[config.mk]
export PLATFORM = sky130hd
export DESIGN_NAME = crc16_escaped_frame_codec_core
export DESIGN_NICKNAME = d
export VERILOG_FILES = /design/src/sv/cfc_pkg.sv /design/src/sv/cfc_crc_nib.sv /design/src/sv/crc16_escaped_frame_codec_core.sv
export SDC_FILE = /design/constraint.sdc
export NUM_CORES = 1
export LEC_CHECK = 0
export BUFFER_PORTS_ARGS = -buffer_cell sky130_fd_sc_hd__buf_4
export CORE_UTILIZATION = 55
export CTS_CLUSTER_DIAMETER = 80
export DETAILED_ROUTE_END_ITERATION = 8
export PLACE_DENSITY = 0.84
export SLEW_MARGIN = 5
export SYNTH_ARGS = -nofsm -noshare
export SYNTH_HDL_FRONTEND = slang
export SYNTH_SLANG_ARGS = --single-unit
[constraint.sdc]
create_clock -name clk -period 4.7 [get_ports clk]
set_input_delay 0.235 -clock clk [delete_from_list [all_inputs] [get_ports clk]]
set_output_delay 0.235 -clock clk [all_outputs]
set_load 0.1 [all_outputs]
[src/sv/cfc_pkg.sv]
// ----------------------------------------------------------------------------
// cfc_pkg
// Shared constants, types and functions of the CRC-16 escaped frame codec.
// ----------------------------------------------------------------------------
package cfc_pkg;

  localparam int unsigned MAX_PAD_RUN = 64;
  localparam int unsigned PAD_W       = $clog2(MAX_PAD_RUN + 1);
  localparam int unsigned HELD_MAX    = 5;
  localparam int unsigned HELD_W      = 3;
  localparam int unsigned TAIL_DEPTH  = 3;

  localparam logic [7:0] BYTE_LPAREN = 8'h28;
  localparam logic [7:0] BYTE_CR     = 8'h0d;
  localparam logic [7:0] BYTE_LF     = 8'h0a;

  localparam logic [15:0] NIB_TAB [16] = '{
    16'h0000, 16'h1021, 16'h2042, 16'h3063, 16'h4084, 16'h50a5, 16'h60c6, 16'h70e7,
    16'h8108, 16'h9129, 16'ha14a, 16'hb16b, 16'hc18c, 16'hd1ad, 16'he1ce, 16'hf1ef
  };

  typedef struct packed {
    logic       clear;
    logic       start;
    logic [7:0] data;
  } crc_ctl_t;

  function automatic logic [15:0] crc_nibble(input logic [15:0] c, input logic [3:0] nib);
    logic [3:0] idx;
    idx = c[15:12] ^ nib;
    return {c[11:0], 4'b0000} ^ NIB_TAB[idx];
  endfunction

  function automatic logic [7:0] escape_byte(input logic [7:0] b);
    logic [7:0] r;
    r = b;
    if (b == BYTE_LPAREN || b == BYTE_CR || b == BYTE_LF) begin
      r = b + 8'd1;
    end
    return r;
  endfunction

endpackage

[src/sv/cfc_crc_nib.sv]
// ----------------------------------------------------------------------------
// cfc_crc_nib
// Running CRC-16 register, advanced one nibble per cycle, high nibble first.
// ----------------------------------------------------------------------------
module cfc_crc_nib (
  input  logic              clk,
  input  logic              rst_n,
  input  cfc_pkg::crc_ctl_t ctl,
  output logic [15:0]       crc,
  output logic              busy
);

  logic [15:0] crc_r, crc_nxt;
  logic [3:0]  lo_nib_r, lo_nib_nxt;
  logic        busy_r, busy_nxt;
  logic [15:0] crc_base;

  always_comb begin
    crc_base   = ctl.clear ? 16'h0000 : crc_r;
    crc_nxt    = crc_base;
    lo_nib_nxt = lo_nib_r;
    busy_nxt   = 1'b0;
    if (busy_r) begin
      crc_nxt = cfc_pkg::crc_nibble(crc_r, lo_nib_r);
    end else if (ctl.start) begin
      crc_nxt    = cfc_pkg::crc_nibble(crc_base, ctl.data[7:4]);
      lo_nib_nxt = ctl.data[3:0];
      busy_nxt   = 1'b1;
    end
  end

  always_ff @(posedge clk) begin
    if (!rst_n) begin
      crc_r  <= 16'h0000;
      busy_r <= 1'b0;
    end else begin
      crc_r  <= crc_nxt;
      busy_r <= busy_nxt;
    end
    lo_nib_r <= lo_nib_nxt;
  end

  assign crc  = crc_r;
  assign busy = busy_r;

endmodule

[src/sv/crc16_escaped_frame_codec_core.sv]
// ----------------------------------------------------------------------------
// crc16_escaped_frame_codec_core
// Frames payload bytes with an escaped CRC-16 trailer, or checks response bytes.
// ----------------------------------------------------------------------------
// Framing: each accepted item is echoed from S_F_ECHO; an item marked last then
// passes S_F_HI, S_F_LO and S_F_CR (four results: byte, CRC high, CRC low, CR).
// Checking: a zero item goes straight to S_C_EMIT; a nonzero item is committed in
// S_C_COMMIT after each pending zero, as the nibble-serial CRC unit replays each
// byte. A new item is accepted only in S_IDLE, once its last result is registered.
// Reset (rst_n low, synchronous) clears mode, CRC, tail window and all counters.
module crc16_escaped_frame_codec_core (
  input  logic       clk,
  input  logic       rst_n,
  input  logic       cfg_we,
  input  logic       cfg_wdata,    // mode
  input  logic       in_tvalid,
  output logic       in_tready,
  input  logic [7:0] in_tdata,     // [7:0] data_byte
  input  logic       in_tuser,     // [0] first
  input  logic       in_tlast,     // last
  output logic       out_tvalid,
  input  logic       out_tready,
  output logic [7:0] out_tdata,    // [7:0] out_byte
  output logic [1:0] out_tuser,    // [0] frame_ok, [1] pad_overflow
  output logic       out_tlast     // end_of_run
);

  typedef enum logic [2:0] {
    S_IDLE, S_F_ECHO, S_F_HI, S_F_LO, S_F_CR, S_C_COMMIT, S_C_EMIT
  } state_t;

  localparam logic [cfc_pkg::PAD_W-1:0] PAD_MAX =
    cfc_pkg::PAD_W'(cfc_pkg::MAX_PAD_RUN);
  localparam logic [cfc_pkg::HELD_W-1:0] HELD_LIM =
    cfc_pkg::HELD_W'(cfc_pkg::HELD_MAX);

  state_t                    state_r, state_nxt;
  logic                      mode_r, mode_nxt;
  logic [7:0]                byte_r, byte_nxt;
  logic                      last_r, last_nxt;
  logic [7:0]                tail_r [cfc_pkg::TAIL_DEPTH];
  logic [7:0]                tail_nxt [cfc_pkg::TAIL_DEPTH];
  logic [cfc_pkg::HELD_W-1:0] held_r, held_nxt;
  logic [cfc_pkg::PAD_W-1:0]  pad_r, pad_nxt;
  logic                      status_r, status_nxt;
  logic                      ovf_r, ovf_nxt;
  logic                      ov_r, ov_nxt;
  logic [7:0]                od_r, od_nxt;
  logic [1:0]                ou_r, ou_nxt;
  logic                      ol_r, ol_nxt;

  cfc_pkg::crc_ctl_t crc_ctl;
  logic [15:0]       crc;
  logic              crc_busy;
  logic              accept;
  logic              out_free;
  logic              status_calc;

  cfc_crc_nib u_crc (
    .clk  (clk),
    .rst_n(rst_n),
    .ctl  (crc_ctl),
    .crc  (crc),
    .busy (crc_busy)
  );

  assign in_tready = (state_r == S_IDLE);
  assign accept    = in_tvalid && in_tready;
  assign out_free  = !ov_r || out_tready;

  assign status_calc = (held_r >= HELD_LIM) &&
                       (cfc_pkg::escape_byte(crc[15:8]) == tail_r[0]) &&
                       (cfc_pkg::escape_byte(crc[7:0]) == tail_r[1]);

  always_comb begin
    state_nxt  = state_r;
    mode_nxt   = cfg_we ? cfg_wdata : mode_r;
    byte_nxt   = byte_r;
    last_nxt   = last_r;
    tail_nxt   = tail_r;
    held_nxt   = held_r;
    pad_nxt    = pad_r;
    status_nxt = status_r;
    ovf_nxt    = ovf_r;
    ov_nxt     = ov_r && !out_tready;
    od_nxt     = od_r;
    ou_nxt     = ou_r;
    ol_nxt     = ol_r;
    crc_ctl    = '0;

    unique case (state_r)
      S_IDLE: begin
        if (accept) begin
          byte_nxt = in_tdata;
          last_nxt = in_tlast;
          if (in_tuser) begin
            crc_ctl.clear = 1'b1;
            tail_nxt      = '{default: 8'h00};
            held_nxt      = '0;
            pad_nxt       = '0;
            status_nxt    = 1'b0;
            ovf_nxt       = 1'b0;
          end
          if (!mode_r) begin
            crc_ctl.start = 1'b1;
            crc_ctl.data  = in_tdata;
            state_nxt     = S_F_ECHO;
          end else if (in_tdata == 8'h00) begin
            if (pad_nxt < PAD_MAX) begin
              pad_nxt = pad_nxt + 1'b1;
            end else begin
              ovf_nxt = 1'b1;
            end
            state_nxt = S_C_EMIT;
          end else begin
            state_nxt = S_C_COMMIT;
          end
        end
      end
      S_F_ECHO: begin
        if (out_free) begin
          ov_nxt    = 1'b1;
          od_nxt    = byte_r;
          ou_nxt    = 2'b00;
          ol_nxt    = !last_r;
          state_nxt = last_r ? S_F_HI : S_IDLE;
        end
      end
      S_F_HI: begin
        if (out_free && !crc_busy) begin
          ov_nxt    = 1'b1;
          od_nxt    = cfc_pkg::escape_byte(crc[15:8]);
          ou_nxt    = 2'b00;
          ol_nxt    = 1'b0;
          state_nxt = S_F_LO;
        end
      end
      S_F_LO: begin
        if (out_free) begin
          ov_nxt    = 1'b1;
          od_nxt    = cfc_pkg::escape_byte(crc[7:0]);
          ou_nxt    = 2'b00;
          ol_nxt    = 1'b0;
          state_nxt = S_F_CR;
        end
      end
      S_F_CR: begin
        if (out_free) begin
          ov_nxt        = 1'b1;
          od_nxt        = cfc_pkg::BYTE_CR;
          ou_nxt        = 2'b00;
          ol_nxt        = 1'b1;
          crc_ctl.clear = 1'b1;
          state_nxt     = S_IDLE;
        end
      end
      S_C_COMMIT: begin
        if (!crc_busy) begin
          if (held_r >= cfc_pkg::HELD_W'(cfc_pkg::TAIL_DEPTH)) begin
            crc_ctl.start = 1'b1;
            crc_ctl.data  = tail_r[0];
          end
          tail_nxt[0] = tail_r[1];
          tail_nxt[1] = tail_r[2];
          if (held_r < HELD_LIM) begin
            held_nxt = held_r + 1'b1;
          end
          if (pad_r != '0) begin
            tail_nxt[2] = 8'h00;
            pad_nxt     = pad_r - 1'b1;
          end else begin
            tail_nxt[2] = byte_r;
            state_nxt   = S_C_EMIT;
          end
        end
      end
      S_C_EMIT: begin
        if (out_free && !crc_busy) begin
          if (byte_r != 8'h00) begin
            status_nxt = status_calc;
          end
          ov_nxt    = 1'b1;
          od_nxt    = byte_r;
          ou_nxt    = {ovf_r, status_nxt};
          ol_nxt    = 1'b1;
          state_nxt = S_IDLE;
        end
      end
      default: state_nxt = S_IDLE;
    endcase
  end

  always_ff @(posedge clk) begin
    if (!rst_n) begin
      state_r  <= S_IDLE;
      mode_r   <= 1'b0;
      tail_r   <= '{default: 8'h00};
      held_r   <= '0;
      pad_r    <= '0;
      status_r <= 1'b0;
      ovf_r    <= 1'b0;
      ov_r     <= 1'b0;
    end else begin
      state_r  <= state_nxt;
      mode_r   <= mode_nxt;
      tail_r   <= tail_nxt;
      held_r   <= held_nxt;
      pad_r    <= pad_nxt;
      status_r <= status_nxt;
      ovf_r    <= ovf_nxt;
      ov_r     <= ov_nxt;
    end
    byte_r <= byte_nxt;
    last_r <= last_nxt;
    od_r   <= od_nxt;
    ou_r   <= ou_nxt;
    ol_r   <= ol_nxt;
  end

  assign out_tvalid = ov_r;
  assign out_tdata  = od_r;
  assign out_tuser  = ou_r;
  assign out_tlast  = ol_r;

  a_held_bound: assert property (@(posedge clk) disable iff (!rst_n)
    held_r <= HELD_LIM)
    else $error("held count past saturation");

  a_pad_bound: assert property (@(posedge clk) disable iff (!rst_n)
    pad_r <= PAD_MAX)
    else $error("pad run past bound");

  a_frame_crc_start: assert property (@(posedge clk) disable iff (!rst_n)
    accept && !mode_r |=> crc_busy)
    else $error("framing item did not start the CRC unit");

  a_ovf_rise: assert property (@(posedge clk) disable iff (!rst_n)
    $rose(ovf_r) |-> $past(pad_r) == PAD_MAX)
    else $error("overflow set below the pad bound");

  a_frame_flags: assert property (@(posedge clk) disable iff (!rst_n)
    out_tvalid && !mode_r |-> out_tuser == 2'b00)
    else $error("status flags on a framing result");

endmodule
### Word level (Yosys, flattened, before mapping)

Memories as Yosys holds them, arrays and structs flattened.
Cells that the tools add are included.

| cells by class | value |
|---|---|
| divide/modulo/power cells | 0 |
| multiply operators | 0 |
| add/sub/neg operators | 5 |
| muxes and demuxes | 78 |
| bitwise operators | 8 |
| equality and inequality tests | 26 |
| reduce and logical (&&, ||, !) cells | 34 |
| magnitude comparators | 6 |
| shift operators | 0 |

Operators with widths:

| cell | number |
|---|---|
| $mux W16 | 7 |
| $mux W24 | 3 |
| $mux W8 | 8 |
| $mux W7 | 9 |
| $pmux W24 S2 | 1 |
| $pmux W8 S5 | 1 |
| $mux W3 | 13 |
| $eq A8 B4 Y1 const B | 4 |
| $xor A16 B16 Y16 | 2 |
| $mux W9 | 3 |
| $pmux W3 S7 | 1 |
| $mux W1 | 18 |
| $ne A2 B2 Y1 const B | 9 |
| $pmux W9 S2 | 1 |
| $add A8 B1 Y8 const B | 2 |
| $eq A8 B6 Y1 const B | 2 |
| $eq A8 B8 Y1 | 2 |
| $reduce_and A4 Y1 | 4 |
| $pmux W7 S2 | 1 |
| $ge A5 B5 Y1 const B | 2 |
| $mux W10 | 1 |
| $mux W2 | 5 |
| $not A4 Y5 | 2 |
| $eq A3 B3 Y1 const B | 3 |
| other kinds (32) | 53 |

| storage, ports and cells | value |
|---|---|
| register bits after elaboration | 82 |
| memories kept | 2 |
| output and inout bits | 13 |
| bits in latches | 0 |
| bits in read-only memories | 512 |
| bits in writable memories | 0 |

Memories:

| memory | depth | bits a word | rd ports | clocked after memory_dff | wr ports | line | source |
|---|---|---|---|---|---|---|---|
| (no name shown) | 16 | 16 | 1 | 0 | 0 | cfc_pkg.sv:31 | `return {c[11:0], 4'b0000} ^ NIB_TAB[idx];` |
| (no name shown) | 16 | 16 | 1 | 0 | 0 | cfc_pkg.sv:31 |  |

### Logic depth before layout (Yosys ltp)

| depth | value |
|---|---|
| depth in word-level cells | 13 |
| gate-level depth with buffers | 9 |

### By module

A second synthesis with hierarchy kept.

| second synthesis, totals | value |
|---|---|
| cell total of the unflattened synthesis | 571 |
| area, all modules | 4914.7 µm² |

By module, submodules not included:

| module | cells an instance | area each (µm²) | times used |
|---|---|---|---|
| crc16_escaped_frame_codec_core | 415 | 3587.2 | 1 |
| cfc_crc_nib | 156 | 1327.5 | 1 |

### Least setup slack after synthesis

Ideal clock, no wire load.

| timing path | value |
|---|---|
| path type | register to register |
| start | register state_r[2] |
| end | register tail_r[5] in the netlist's numbering |
| arrival time | 3.546 ns |
| path buffers | 3 |
| cell stages (with the launch flop) | 9 |
| required time | 4.572 ns |
| library setup time | 0.128 ns |
| setup slack | 1.027 ns |
| period minus slack after synthesis | 3.673 ns |
| cells stage by stage | dfxtp_1 > buf_2 > nor3_1 > and2_0 > o32ai_1 > buf_2 > buf_2 > a22oi_1 > nor2_1 |

| between the ends | value |
|---|---|
| longest elaborated chain between the ends | 4 |

Ends and longest elaborated chain:

| element | line | source |
|---|---|---|
| from (decl) | crc16_escaped_frame_codec_core.sv:37 | `state_t state_r, state_nxt;` |
| from (signal assigned) | crc16_escaped_frame_codec_core.sv:204 | `state_r <= state_nxt;` |
| $logic_not A3 Y1 * | crc16_escaped_frame_codec_core.sv:67 | `assign in_tready = (state_r == S_IDLE);` |
| via in_tready | crc16_escaped_frame_codec_core.sv:17 | `output logic in_tready,` |
| $logic_and A1 B1 Y1 | crc16_escaped_frame_codec_core.sv:68 | `assign accept = in_tvalid && in_tready;` |
| $ne A2 B1 Y1 (no source line) | - |  |
| $reduce_and A4 Y1 (no source line) | - |  |
| to (signal assigned) | crc16_escaped_frame_codec_core.sv:206 | `tail_r <= tail_nxt;` |
| to (decl) | crc16_escaped_frame_codec_core.sv:41 | `logic [7:0] tail_r [cfc_pkg::TAIL_DEPTH];` |

Mark *: on every way through the listed nets, which the timed path passes. The rest lies on a longest branch.
A chain may end at the register's enable or synchronous reset.

### Worst setup path in the final report

| timing path | value |
|---|---|
| start | register state_r[0] |
| end | register held_r[1] in the netlist's numbering |

| between the ends | value |
|---|---|
| longest elaborated chain between the ends | 4 |

Ends and longest elaborated chain:

| element | line | source |
|---|---|---|
| $logic_not A3 Y1 | crc16_escaped_frame_codec_core.sv:67, crc16_escaped_frame_codec_core.sv:91 |  |
| $logic_and A1 B1 Y1 | crc16_escaped_frame_codec_core.sv:68 |  |
| $ne A2 B1 Y1 (no source line) | - |  |
| $reduce_and A5 Y1 (no source line) | - |  |
| to (signal assigned) | crc16_escaped_frame_codec_core.sv:207 | `held_r <= held_nxt;` |
| to (decl) | crc16_escaped_frame_codec_core.sv:43 | `logic [cfc_pkg::HELD_W-1:0] held_r, held_nxt;` |

Several ways; a longest one is shown, not always the timed one.

==> impl.org <==
** Status
- The flow ran to the end, and the final reports show no timing, DRC or antenna violations.

** Layout
- Area occupied by registers :: 1880 µm²
- The number of antenna diodes in the final layout is 0.
- The final layout contains 659 nets.
- Compared with the post-synthesis result, the final layout area differs by 7.60%.
- After filler insertion, the fill cell instance count of the layout stands at 787.
- Of the cells placed in the final design, the portion with a size suffix greater than 1 is 10.6%.
- Footprint of the multi-input gates :: 3200 µm²

** Power
- The design draws 3.46 mW.
- Across the VDD grid, the largest voltage drop is 0.000614 V.
- In this run the power density over the cells is 602 nW/µm².
- Summed over all cells, the static leakage comes to 2.03 nW.

** Setup path
- On the critical path the largest part of the delay comes from simple AND/OR/NAND/NOR gates.
- The largest single stage delay on the critical path is 840 ps.
- Worst-path fanout max :: 30
- STA puts the critical path data arrival time at 3250 ps.
- STA classifies the critical path startpoint as a flip-flop.
- The endpoint identified for the worst register-to-register timing path is held_r[1].
- Critical path endpoint category :: flip-flop
- Worst path buffer plus inverter count :: 1
- The setup check on the worst reg-to-reg path leaves a slack of 1750 ps.
- Critical path's slowest cell :: sky130_fd_sc_hd__dfxtp_1
- Depth of the most critical reg-to-reg path :: 6
- Crit Reg-Reg Startpoint :: state_r[0]
- Data required time at the worst endpoint :: 5000 ps
- Traced cell by cell, the critical path runs through nand2_1 > nor3_4 > o32ai_2 > buf_4 > or4_1 > a21oi_1.
- Type of the worst setup path :: flip-flop to flip-flop

** Logic synthesis
- Of all cell types, the one taking the most synthesized area is sky130_fd_sc_hd__dfxtp_1.
- During synthesis, Yosys emitted a total of 0 warnings.
- The top cell type by area accounts for 21.8% of the synthesized area.
- After synthesis, the netlist uses 82 different library cells.
- Counting instances in the post-synthesis netlist gives the leading cell types as sky130_fd_sc_hd__nor2_1 (74), sky130_fd_sc_hd__dfxtp_1 (58), sky130_fd_sc_hd__nand2_1 (49).
- Among all cell types in the netlist, the one instantiated most often is sky130_fd_sc_hd__nor2_1.
- Synth Area per Inst :: 8.49 µm²
- Post-Syn Instances :: 628
- When the netlist entered floorplanning its net count stood at 658.
- After synthesis the cells add up to 5330 µm².
- Of the synthesized area, sequential elements account for 35.3%.
- Synthesis-stage register bit count :: 82
- Number of flops mapped to enable cells by yosys :: 24
- Share of synthesized registers carrying an async set or reset :: 0%
- Among all flip-flop cells after synthesis, the most frequent one is sky130_fd_sc_hd__dfxtp_1.
- Top cells by area in the synthesized netlist :: sky130_fd_sc_hd__dfxtp_1 (22%), sky130_fd_sc_hd__edfxtp_1 (14%), sky130_fd_sc_hd__nor2_1 (5.2%), sky130_fd_sc_hd__a21oi_1 (4.4%), sky130_fd_sc_hd__a22oi_1 (4.2%)

** Clock network
- Post-CTS clock slew at the launch and capture registers of the worst setup and hold paths :: 110 ps
- Clock H-tree levels :: 3
- Clock tree synthesis found a total of 82 sinks.
- The clock passes through at most 2 buffers.
- The number of gates resized after CTS was 0.
- Clk_lat worst skew :: 380 ps
- Hold repair after CTS inserted 0 buffers.
- TritonCTS clock tree :: yes
- Num CTS Buffers :: 9
- Library cell used as clock root buffer :: sky130_fd_sc_hd__clkbuf_8
- In this run the post-CTS setup repair buffer count came out at 0.

** Min path
- The path with the worst hold slack has its endpoint at last_r.
- Critical hold path startpoint :: in_tlast
- Along the worst hold path, the cell count comes to 1.
- Hold/Removal Path Class :: input port to flip-flop

** Flow run
- The tool flagged a number of max-cap violations equal to 0.

** Detailed routing
- After detailed routing, the number of remaining DRC violations is 0.
- For this block, the initial DRC count from the detailed router was 571.
- After detailed routing, the number of vias per cell comes to 6.82.
- In this run the remaining antenna-violating nets after routing total 0.
- Routed len/inst :: 19.9 µm
- The final route contains 5,203 vias.
- Before antenna repair, the detailed router went through 5 iterations.
- After detailed routing, the total wire length is 15,200 µm.

** Global routing
- Global-route wire length before repair :: 24,400 µm
- Vias in the first global route :: 4,849
- Entering global routing, the biggest net connects 33 pins.
- Initial antenna violation count :: 0
- Global route overflow :: 0
- Global routing used 31.2% of the available tracks.

** Timing
- The number of failing hold endpoints at the final stage is 0.
- Of the available clock period, the critical path in the final layout requires 62.8%.
- Tightest slew margin relative to the limit :: 24.4%
- Total negative slack for setup checks :: 0 ps
- The smallest clock period supported by the final layout is computed as 2950 ps.
- Least-Margin Pin Slew :: 1130 ps
- The total count of max-transition violations in the final report came to 0.
- For this run, the top clock speed supported by timing is 0.339 GHz.
- RSZ-0062 raised after global routing :: no
- Maximum clock skew at final layout :: 16.9 ps
- Final setup violation count :: 0

** Floorplan
- The die covers 10,100 µm².
- The die is 100 µm tall.
- Row generation in the floorplan step produced 35 rows.
- The core region is 9330 µm².
- The die is 100 µm wide.
- The initial utilization of the core area, before any placement, comes to 57.2%.
- During I/O placement, the number of pins put on the boundary was 29.

** Place
- The congestion estimate from routability-driven global placement came to 1.04.
- Dpl hpwl :: 11,100 µm
- IO buf count :: 28
==> cells in the final DEF (no fill, tap or decap), types with 22 or more instances in the layout <==
| cell | synthesis | layout |
|---|---|---|
| sky130_fd_sc_hd__a21oi_1 | 47 | 47 |
| sky130_fd_sc_hd__nor2_1 | 74 | 74 |
| sky130_fd_sc_hd__dfxtp_1 | 58 | 58 |
| sky130_fd_sc_hd__edfxtp_1 | 24 | 24 |
| sky130_fd_sc_hd__nand2_1 | 49 | 49 |
| sky130_fd_sc_hd__xnor2_1 | 22 | 22 |
| sky130_fd_sc_hd__buf_4 | 3 | 32 |
| sky130_fd_sc_hd__a22oi_1 | 30 | 30 |
| sky130_fd_sc_hd__o21ai_0 | 33 | 33 |
==> logic make-up (layout without fill, tap and decap cells) <==
logic type	Yosys count	in the layout	synth area share, %
simple gates	220	220	21.3
compound gates	205	205	27.1
flops	82	82	35.3
buf+inv	61	67	4.95
xor+xnor	37	37	6.33
fa+ha+maj	14	14	3.28
mux	9	9	1.69
==> per-stage QoR <==
step / worst slack (ps) / hold slack [ps] / std cells / util, % / area (µm²)
2_1_floorplan: 1030 / 334 / 628 / - / 5330
3_3_place_gp: 1910 / 414 / 747 / 59.5 / 5550
3_5_place_dp: 1830 / 415 / 747 / 59.5 / 5550
4_1_cts: 1800 / 36.6 / 763 / 61.5 / 5740
5_1_grt: 1460 / 24.8 / 763 / 61.5 / 5740
6_report: 1750 / 35.9 / 763 / 61.5 / 5740
==> worst register-to-register path: cells and delay by family, from the launching register on <==
family	cells	cell delay (ps)
AO/OA/AOI/OAI	2	320
buffers and inverters	1	270
flip-flops	1	840
AND/OR/NAND/NOR	3	1450
==> final cells by class <==
cell class | instances | share of cell area (%)
Clock buffer | 9 | 2.16
Clock inverter | 7 | 1.13
Inverter | 19 | 1.24
Multi-Input combinational cell | 485 | 55.7
Sequential cell | 82 | 32.8
Tap cell | 129 | 2.81
Timing Repair Buffer | 32 | 4.19
==> where the power goes <==
group	switching, mW	internal [mW]	total, mW
registers	0.290	0.915	1.20
logic	1.21	0.529	1.73
clock network	0.312	0.206	0.519
==> flip-flops by register name, summed over array words and instances, names as in the netlist, 2 cells and up <==
signal / cells
tail_r: 24
out_tuser: 2
u_crc.lo_nib_r: 4
pad_r: 7
state_r: 3
u_crc.crc: 16
held_r: 3
out_tdata: 8
byte_r: 8
==> per-layer routing <==
metal  vias up  track usage [%]  share of wire (%)
li1       2349                -                  -
met1      2455             39.0                 39
met2       320             49.8                 46
met3        79             6.80                9.3
met4         0             18.6                5.4
met5         -                0                  0
==> how the worst max path moves through the flow <==
| stage | depth (start not counted) | to | start | slack, ps |
|---|---|---|---|---|
| floorplan | 8 | tail_r[5] | state_r[2] | 1030 |
| global placement | 6 | out_tdata[2] | state_r[1] | 1910 |
| detailed placement | 6 | held_r[1] | state_r[0] | 1830 |
| CTS | 6 | held_r[1] | state_r[0] | 1800 |
| global route | 6 | held_r[1] | state_r[0] | 1460 |
| finish | 6 | held_r[1] | state_r[0] | 1750 |
No activity file was read; power rests on OpenSTA's default activity.
